===== config.mk =====
export PLATFORM = sky130hd
export DESIGN_NAME = hsv_to_rgb_converter
export DESIGN_NICKNAME = d
export VERILOG_FILES = /design/src/rtl/core/hsvrgb_pkg.sv /design/src/rtl/core/hsvrgb_hue_split.sv /design/src/rtl/core/hsvrgb_byte_scale.sv /design/src/rtl/core/hsv_to_rgb_converter.sv
export SDC_FILE = /design/constraint.sdc
export NUM_CORES = 2
export LEC_CHECK = 0
export BUFFER_PORTS_ARGS = -buffer_cell sky130_fd_sc_hd__buf_4
export CAP_MARGIN = 20
export CORE_AREA = 8 8 278 280
export DETAILED_ROUTE_END_ITERATION = 8
export DIE_AREA = 0 0 286 288
export PLACE_DENSITY = 0.63
export SLEW_MARGIN = 40
export SYNTH_ARGS = -nofsm -noshare
export SYNTH_HDL_FRONTEND = slang
export SYNTH_SLANG_ARGS = --single-unit

===== constraint.sdc =====
create_clock -name clock -period 14.9 [get_ports clock]
set_input_delay 1.49 -clock clock [delete_from_list [all_inputs] [get_ports clock]]
set_output_delay 1.49 -clock clock [all_outputs]
set_load 0.005 [all_outputs]

===== src/rtl/core/hsvrgb_pkg.sv =====
`timescale 1ns / 1ps

package hsvrgb_pkg;

   localparam int HUE_W    = 13;
   localparam int FRAC_W   = 9;
   localparam int CHAN_W   = 8;
   localparam int SV_W     = 17;
   localparam int Q_ONE    = 256;
   localparam int SECTORS  = 6;
   // quotient of a 13-bit hue by a sector of at least 60 steps
   localparam int QUOT_W   = 8;
   localparam int HUE_RK   = 24;

   typedef enum logic [2:0] {
      SECTOR_RED_YELLOW    = 3'd0,
      SECTOR_YELLOW_GREEN  = 3'd1,
      SECTOR_GREEN_CYAN    = 3'd2,
      SECTOR_CYAN_BLUE     = 3'd3,
      SECTOR_BLUE_MAGENTA  = 3'd4,
      SECTOR_MAGENTA_RED   = 3'd5
   } sector_type;

   typedef struct packed {
      logic [HUE_W-1:0]  hue;
      logic [FRAC_W-1:0] saturation;
      logic [FRAC_W-1:0] brightness;
   } hsv_pixel_type;

   typedef struct packed {
      logic [CHAN_W-1:0] red;
      logic [CHAN_W-1:0] green;
      logic [CHAN_W-1:0] blue;
   } rgb_pixel_type;

endpackage


===== src/rtl/core/hsvrgb_hue_split.sv =====
`timescale 1ns / 1ps

module hsvrgb_hue_split import hsvrgb_pkg::*; #(
   parameter int HUE_STEPS_PER_DEGREE = 16
) (
   input  logic                   clock,
   input  logic [HUE_W-1:0]       hue,
   output sector_type             sector,
   output logic [$clog2(60*HUE_STEPS_PER_DEGREE+1)-1:0] ramp
);

   localparam int SECTOR_STEPS = 60 * HUE_STEPS_PER_DEGREE;
   localparam int SW = $clog2(SECTOR_STEPS + 1);
   localparam logic [SW-1:0] P_VAL = SW'(SECTOR_STEPS);
   localparam logic [HUE_W-1:0] P_HUE = HUE_W'(SECTOR_STEPS);
   localparam logic [HUE_RK-1:0] RECIP = HUE_RK'((1 << HUE_RK) / SECTOR_STEPS);

   logic [HUE_W-1:0]         hue1_ff;
   logic [HUE_W+HUE_RK-1:0]  prod1_ff;
   logic [HUE_W+HUE_RK-1:0]  prod1_in;
   logic [QUOT_W-1:0]        quot2_ff;
   logic [QUOT_W-1:0]        quot2_in;
   logic [HUE_W-1:0]         rem2_ff;
   logic [HUE_W-1:0]         rem2_in;
   logic [QUOT_W+SW-1:0]     qp_full;
   sector_type               sector3_ff;
   sector_type               sector3_in;
   logic [SW-1:0]            ramp3_ff;
   logic [SW-1:0]            ramp3_in;
   logic [QUOT_W-1:0]        quot_fix;
   logic [HUE_W-1:0]         rem_fix;
   logic [SW-1:0]            offset;
   logic [QUOT_W+7:0]        q171;
   logic [QUOT_W-1:0]        div6;
   logic [QUOT_W-1:0]        sec_full;

   // reciprocal estimate of hue / sector length, low by at most one
   assign prod1_in = hue * RECIP;

   always_comb begin
      quot2_in = prod1_ff[HUE_RK +: QUOT_W];
      qp_full  = quot2_in * P_VAL;
      rem2_in  = hue1_ff - HUE_W'(qp_full);
   end

   always_comb begin
      if (rem2_ff >= P_HUE) begin
         quot_fix = quot2_ff + 1'b1;
         rem_fix  = rem2_ff - P_HUE;
      end else begin
         quot_fix = quot2_ff;
         rem_fix  = rem2_ff;
      end
      offset   = SW'(rem_fix);
      // quotient mod 6 folds the hue back onto one turn of the circle
      q171     = quot_fix * 8'd171;
      div6     = QUOT_W'(q171 >> 10);
      sec_full = quot_fix - QUOT_W'(div6 * QUOT_W'(SECTORS));
      sector3_in = sector_type'(sec_full[2:0]);
      ramp3_in   = sec_full[0] ? (P_VAL - offset) : offset;
   end

   always_ff @(posedge clock) begin
      hue1_ff    <= hue;
      prod1_ff   <= prod1_in;
      quot2_ff   <= quot2_in;
      rem2_ff    <= rem2_in;
      sector3_ff <= sector3_in;
      ramp3_ff   <= ramp3_in;
   end

   assign sector = sector3_ff;
   assign ramp   = ramp3_ff;

endmodule


===== src/rtl/core/hsvrgb_byte_scale.sv =====
`timescale 1ns / 1ps

module hsvrgb_byte_scale import hsvrgb_pkg::*; #(
   parameter int HUE_STEPS_PER_DEGREE = 16
) (
   input  logic                clock,
   input  logic [SV_W+$clog2(60*HUE_STEPS_PER_DEGREE+1)-1:0] level,
   output logic [CHAN_W-1:0]   chan
);

   localparam int SECTOR_STEPS = 60 * HUE_STEPS_PER_DEGREE;
   localparam int SW = $clog2(SECTOR_STEPS + 1);
   localparam int CW = SV_W + SW;
   localparam int YW = SW + 9;
   localparam logic [SW-1:0] P_VAL = SW'(SECTOR_STEPS);
   localparam logic [YW-1:0] P_Y   = YW'(SECTOR_STEPS);
   localparam logic [YW-1:0] RECIP = YW'((1 << YW) / SECTOR_STEPS);

   logic [CW+7:0]       scaled;
   logic [YW-1:0]       y5_ff;
   logic [YW-1:0]       y5_in;
   logic [2*YW-1:0]     prod;
   logic [YW-1:0]       y6_ff;
   logic [CHAN_W-1:0]   quot6_ff;
   logic [CHAN_W-1:0]   quot6_in;
   logic [CHAN_W+SW-1:0] qp_full;
   logic [YW-1:0]       rem;
   logic [CHAN_W-1:0]   chan7_ff;
   logic [CHAN_W-1:0]   chan7_in;

   // times 255, then drop the 16 fraction bits of the saturation product
   always_comb begin
      scaled = {level, 8'b0} - (CW+8)'(level);
      y5_in  = scaled[CW+7:16];
   end

   always_comb begin
      prod     = y5_ff * RECIP;
      quot6_in = prod[YW +: CHAN_W];
   end

   always_comb begin
      qp_full  = quot6_ff * P_VAL;
      rem      = y6_ff - YW'(qp_full);
      chan7_in = (rem >= P_Y) ? quot6_ff + 1'b1 : quot6_ff;
   end

   always_ff @(posedge clock) begin
      y5_ff    <= y5_in;
      y6_ff    <= y5_ff;
      quot6_ff <= quot6_in;
      chan7_ff <= chan7_in;
   end

   assign chan = chan7_ff;

endmodule


===== src/rtl/core/hsv_to_rgb_converter.sv =====
`timescale 1ns / 1ps

// HSV to RGB pixel converter. One word is taken on every clock cycle: busy is
// always low, and each word gives exactly one RGB word on rsp_valid, in the
// order taken. The pipeline has seven register stages (hue split by reciprocal
// multiply and correction over three, the chroma multipliers in one, and the
// per-channel scale to 0..255 over three).
// The receiver cannot stall the output; there is no internal buffering.
// Hue wraps modulo 360 degrees, saturation and brightness above 1.0 are
// clamped to 1.0, and channels are truncated toward zero.
module hsv_to_rgb_converter import hsvrgb_pkg::*; #(
   parameter int HUE_STEPS_PER_DEGREE = 16
) (
   input  logic          clock,
   input  logic          reset,
   input  logic          start,
   output logic          busy,
   input  hsv_pixel_type req_data,
   output logic          rsp_valid,
   output rgb_pixel_type rsp_data
);

   localparam int SECTOR_STEPS = 60 * HUE_STEPS_PER_DEGREE;
   localparam int SW = $clog2(SECTOR_STEPS + 1);
   localparam int CW = SV_W + SW;
   localparam int DEPTH = 7;
   localparam logic [SW-1:0] P_VAL = SW'(SECTOR_STEPS);
   localparam logic [FRAC_W-1:0] ONE = FRAC_W'(Q_ONE);

   logic [DEPTH-1:0]  valid_ff;
   logic [DEPTH-1:0]  valid_in;
   logic [FRAC_W-1:0] sat1_ff;
   logic [FRAC_W-1:0] sat1_in;
   logic [FRAC_W-1:0] val1_ff;
   logic [FRAC_W-1:0] val1_in;
   logic [SV_W-1:0]   sv2_ff;
   logic [SV_W-1:0]   sv2_in;
   logic [FRAC_W-1:0] val2_ff;
   logic [SV_W-1:0]   sv3_ff;
   logic [FRAC_W-1:0] val3_ff;
   sector_type        sector3;
   logic [SW-1:0]     ramp3;
   logic [CW-1:0]     chroma4_ff;
   logic [CW-1:0]     chroma4_in;
   logic [CW-1:0]     mix4_ff;
   logic [CW-1:0]     mix4_in;
   logic [CW-1:0]     floor4_ff;
   logic [CW-1:0]     floor4_in;
   logic [SV_W-1:0]   gap;
   sector_type        sector4_ff;
   logic [CW-1:0]     red_lvl;
   logic [CW-1:0]     green_lvl;
   logic [CW-1:0]     blue_lvl;

   assign busy = 1'b0;

   always_comb begin
      valid_in = {valid_ff[DEPTH-2:0], start};
      sat1_in  = (req_data.saturation > ONE) ? ONE : req_data.saturation;
      val1_in  = (req_data.brightness > ONE) ? ONE : req_data.brightness;
      sv2_in   = sat1_ff * val1_ff;
   end

   always_ff @(posedge clock) begin
      if (reset) begin
         valid_ff <= '0;
      end else begin
         valid_ff <= valid_in;
      end
   end

   hsvrgb_hue_split #(
      .HUE_STEPS_PER_DEGREE(HUE_STEPS_PER_DEGREE)
   ) u_hue_split (
      .clock (clock),
      .hue   (req_data.hue),
      .sector(sector3),
      .ramp  (ramp3)
   );

   // all levels in units of one over (65536 * sector length)
   always_comb begin
      gap        = {val3_ff, 8'b0} - sv3_ff;
      chroma4_in = sv3_ff * P_VAL;
      mix4_in    = sv3_ff * ramp3;
      floor4_in  = gap * P_VAL;
   end

   always_ff @(posedge clock) begin
      sat1_ff    <= sat1_in;
      val1_ff    <= val1_in;
      sv2_ff     <= sv2_in;
      val2_ff    <= val1_ff;
      sv3_ff     <= sv2_ff;
      val3_ff    <= val2_ff;
      chroma4_ff <= chroma4_in;
      mix4_ff    <= mix4_in;
      floor4_ff  <= floor4_in;
      sector4_ff <= sector3;
   end

   always_comb begin
      case (sector4_ff)
         SECTOR_RED_YELLOW: begin
            red_lvl = chroma4_ff; green_lvl = mix4_ff;    blue_lvl = '0;
         end
         SECTOR_YELLOW_GREEN: begin
            red_lvl = mix4_ff;    green_lvl = chroma4_ff; blue_lvl = '0;
         end
         SECTOR_GREEN_CYAN: begin
            red_lvl = '0;         green_lvl = chroma4_ff; blue_lvl = mix4_ff;
         end
         SECTOR_CYAN_BLUE: begin
            red_lvl = '0;         green_lvl = mix4_ff;    blue_lvl = chroma4_ff;
         end
         SECTOR_BLUE_MAGENTA: begin
            red_lvl = mix4_ff;    green_lvl = '0;         blue_lvl = chroma4_ff;
         end
         default: begin
            red_lvl = chroma4_ff; green_lvl = '0;         blue_lvl = mix4_ff;
         end
      endcase
      red_lvl   = red_lvl + floor4_ff;
      green_lvl = green_lvl + floor4_ff;
      blue_lvl  = blue_lvl + floor4_ff;
   end

   hsvrgb_byte_scale #(
      .HUE_STEPS_PER_DEGREE(HUE_STEPS_PER_DEGREE)
   ) u_scale_red (
      .clock(clock),
      .level(red_lvl),
      .chan (rsp_data.red)
   );

   hsvrgb_byte_scale #(
      .HUE_STEPS_PER_DEGREE(HUE_STEPS_PER_DEGREE)
   ) u_scale_green (
      .clock(clock),
      .level(green_lvl),
      .chan (rsp_data.green)
   );

   hsvrgb_byte_scale #(
      .HUE_STEPS_PER_DEGREE(HUE_STEPS_PER_DEGREE)
   ) u_scale_blue (
      .clock(clock),
      .level(blue_lvl),
      .chan (rsp_data.blue)
   );

   assign rsp_valid = valid_ff[DEPTH-1];

endmodule

==> impl_metrics.tcl <==
set metrics [dict create \
    final_area_mm2 0.0389 \
    first_global_vias 26100 \
    routed_wl_um 78000 \
    rsz0062_at_grt "no" \
    hold_end "u_hue_split.rem2_ff[4]$_DFF_P_" \
    clock_insertion_delay_worst_skew_ns 0.59 \
    ys_ff_latch 339 \
    cts-resized-gates 0 \
    timing.reg2reg.worst_path_depth 21 \
    post_synthesis_compound_gate_area_fraction_pct 13.2 \
    post_synth_and_or_nand_nor_area_fraction_pct 13.3 \
    cts-htree-levels 2 \
    share_of_synthesized_cell_area_in_full_adder_half_adder_and_majority_cells_pct 40.0 \
    synth_enable_flop_cells 0 \
    reg2reg_to "u_scale_blue.y5_ff[18]$_DFF_P_" \
    timing.hold.worst.start "u_hue_split.hue1_ff[4]$_DFF_P_" \
    globalRouteOverflowTotal 0 \
    gp_weighted_congestion 0.947 \
    synth_seq_area_share_pct 18.9 \
    synth_xor_area_share_pct 6.89 \
    first_pass_grt_wire_length_um 131000 \
    final_common_cell "sky130_fd_sc_hd__ha_1" \
    top_fanout_value_on_the_critical_path 50 \
    clock-root-buffer "sky130_fd_sc_hd__clkbuf_16" \
    final_antenna_net_count 0 \
    nNetsFinal 5031 \
    endpoint_class_of_the_critical_path "register" \
    grt_antenna_before_repair 0 \
    tightestPinTransition_ns 0.860 \
    final_max_slew_viol_count 0 \
    area_of_placed_instances_mm2 0.0374 \
    clock_skew_ns 0.0286 \
    critical_path.startpoint_type "register" \
    total_negative_slack_for_setup_checks_ns 0 \
    post_cts.repair.setup_buffers 0 \
    run_status "finished, final reports clean" \
    wire_per_inst_um 15.5 \
    hold_violations 0 \
    yosysUniqueCellTypes 91 \
    cts_hold_repair.buffers 0 \
    cts.clk_slew.worst_paths_ns 0.06 \
    slew-limit-headroom_pct 42.3 \
    cts_tree "yes" \
    io_buffers 58 \
    asyncSetResetFlopFracSynth_pct 0 \
    antenna_cells_inserted 0 \
    syn_inst 4000 \
    min_delay_path_depth 0 \
    r2r_setup_slack_ns 8.40 \
    final_layout_size_suffix_gt1_share_pct 4.47 \
    die-area_mm2 0.0824 \
    grt_max_degree 51 \
    area_growth_from_synthesis_to_final_layout_pct 8.16 \
    finalWorstPathRequiredPeriod_ns 6.50 \
    place.detailed.hpwl_um 64700 \
    initial_core_utilization_pct 49.6 \
    synth.mux.area_fraction_pct 0.396 \
    startpoint_of_the_lowest_slack_register_to_register_path "sector4_ff[2]$_DFF_P_" \
    critPathRequiredTime_ns 15.42 \
    post_synth_instance_area_mm2 0.0360 \
    rows 99 \
    crit_path_start "sector4_ff[2]$_DFF_P_" \
    mostFrequentLayoutCells "sky130_fd_sc_hd__ha_1, sky130_fd_sc_hd__inv_1, sky130_fd_sc_hd__dfxtp_1" \
    synth_top_family_by_area "adder cells" \
    cap_viol_max_count 0 \
    routed_via_density 5.23 \
    highest_clock_frequency_the_design_can_meet_ghz 0.154 \
    floorplan.die.height_um 288 \
    sequential_cell_area_mm2 0.00679 \
    io_pins 60 \
    cts_buffer_depth 3 \
    syn_nets 4994 \
    drc_errors 0 \
    clock_sink_count 339 \
    grt.total_usage_pct 19.0 \
    final.period_utilization_pct 43.7 \
    die_x_um 286 \
    min_path_type "reg2reg" \
    dr_total_vias 26300 \
    worstPathArrival_ns 7.02 \
    filler_cell_count 6763 \
    ys.flop_type "sky130_fd_sc_hd__dfxtp_1" \
    tritoncts.num_buffers 43 \
    first_pass_iters 5 \
    core_region_area_mm2 0.0726 \
    crit_type "reg2reg" \
    setup-violations-final 0 \
    multi_input_area_mm2 0.0266 \
    ys.warnings.count 0 \
    detailedRoute.firstIterationViolations 1312 \
    synthesis.area_per_instance_um2 9.00 \
]
[worst max path at each step]
stage,end,slack (ns),cells past startpoint
final,u_scale_blue.y5_ff[18]$_DFF_P_,8.40,21
after global routing,u_scale_blue.y5_ff[17]$_DFF_P_,7.73,21
after CTS,u_scale_blue.y5_ff[18]$_DFF_P_,8.11,21
after detailed placement,u_scale_blue.y5_ff[18]$_DFF_P_,8.19,21
after global placement,u_scale_blue.y5_ff[18]$_DFF_P_,8.24,21
after floorplan,mix4_ff[26]$_DFF_P_,9.04,21
[state kept, by name, indices dropped and copies added, names as in the netlist, 8 cells and up]
signal                  cells
u_scale_green.quot6_ff      8
u_scale_green.chan          8
u_scale_red.quot6_ff        8
u_scale_green.y6_ff        13
val2_ff                     9
u_scale_green.y5_ff        19
u_hue_split.hue1_ff        13
u_scale_blue.y6_ff         13
u_scale_red.chan            8
u_scale_blue.chan           8
val1_ff                     9
sv3_ff                     17
u_scale_blue.quot6_ff       8
chroma4_ff                 20
mix4_ff                    27
u_hue_split.ramp           10
u_scale_red.y5_ff          19
u_scale_red.y6_ff          13
sat1_ff                     9
sv2_ff                     17
u_hue_split.rem2_ff        13
val3_ff                     9
floor4_ff                  21
u_scale_blue.y5_ff         19
[logic make-up after synthesis]
| family | after synthesis |
|---|---|
| xor gates and xnor gates | 283 |
| AOI/OAI and AO/OA | 728 |
| muxes | 14 |
| other | 1 |
| adders and majority gates | 960 |
| buffers and inverters | 707 |
| DFF | 339 |
| and+or+nand+nor | 968 |
[Yosys cell counts, types with 66 or more instances]
cell / count / area share [%]
sky130_fd_sc_hd__a21oi_1: 199 / 2.8
sky130_fd_sc_hd__xnor2_1: 194 / 4.7
sky130_fd_sc_hd__o21ai_0: 128 / 1.8
sky130_fd_sc_hd__nand2_1: 324 / 3.4
sky130_fd_sc_hd__inv_1: 634 / 6.6
sky130_fd_sc_hd__fa_1: 317 / 18
sky130_fd_sc_hd__xor2_1: 89 / 2.2
sky130_fd_sc_hd__nor2_1: 154 / 1.6
sky130_fd_sc_hd__clkbuf_1: 66 / 0.69
sky130_fd_sc_hd__nor3_1: 80 / 1.1
sky130_fd_sc_hd__ha_1: 643 / 22
sky130_fd_sc_hd__dfxtp_1: 339 / 19
sky130_fd_sc_hd__and2_1: 156 / 2.7
sky130_fd_sc_hd__a21o_1: 82 / 1.7
[worst max-delay path, cell delays in order, from the launching register on]
cell	delay [ns]
sky130_fd_sc_hd__dfxtp_2	0.64
sky130_fd_sc_hd__mux2_2	0.74
sky130_fd_sc_hd__o21ai_0	0.21
sky130_fd_sc_hd__ha_1	0.26
sky130_fd_sc_hd__fa_1	0.43
sky130_fd_sc_hd__a211oi_1	0.31
sky130_fd_sc_hd__o21ai_0	0.19
sky130_fd_sc_hd__a211oi_1	0.32
sky130_fd_sc_hd__o21ai_1	0.14
sky130_fd_sc_hd__a21oi_1	0.23
sky130_fd_sc_hd__o21bai_1	0.11
sky130_fd_sc_hd__xnor2_1	0.35
sky130_fd_sc_hd__ha_1	0.37
sky130_fd_sc_hd__a21o_1	0.19
sky130_fd_sc_hd__a21o_1	0.21
sky130_fd_sc_hd__nor3_1	0.18
sky130_fd_sc_hd__a31oi_1	0.15
sky130_fd_sc_hd__o41ai_1	0.51
sky130_fd_sc_hd__and4bb_1	0.34
sky130_fd_sc_hd__nand3_1	0.19
sky130_fd_sc_hd__nor3_2	0.20
sky130_fd_sc_hd__xnor2_1	0.13
[final cells by class]
cell class,instances,area share [%]
Multi-Input combinational cell,2954,68.2
Clock buffer,53,3.02
Sequential cell,339,17.4
Tap cell,959,3.08
Timing Repair Buffer,64,1.23
Inverter,635,6.12
Clock inverter,25,0.868
[stage by stage]
step	instances	worst slack [ns]	utilization [%]	hold slack, ns
finish	5029	8.40	53.6	0.320
global route	5029	7.73	53.6	0.326
CTS	5029	8.11	53.6	0.322
detailed placement	4951	8.19	51.5	0.312
global placement	4951	8.24	51.5	0.310
floorplan	4000	9.04	-	0.310
[layer usage]
metal / up-vias / part of all wire (%) / track usage (%) / wire [µm]
met5: - / 0 / 0 / 0
met4: 0 / 2.8 / 5.26 / 2220
met3: 147 / 3.8 / 2.61 / 3000
met2: 430 / 46 / 32.2 / 35800
met1: 12300 / 47 / 25.3 / 37000
li1: 13400 / - / - / -
Power is not shown: default switching activity piles up to over one toggle a cycle in this logic, so the estimate is an artifact.
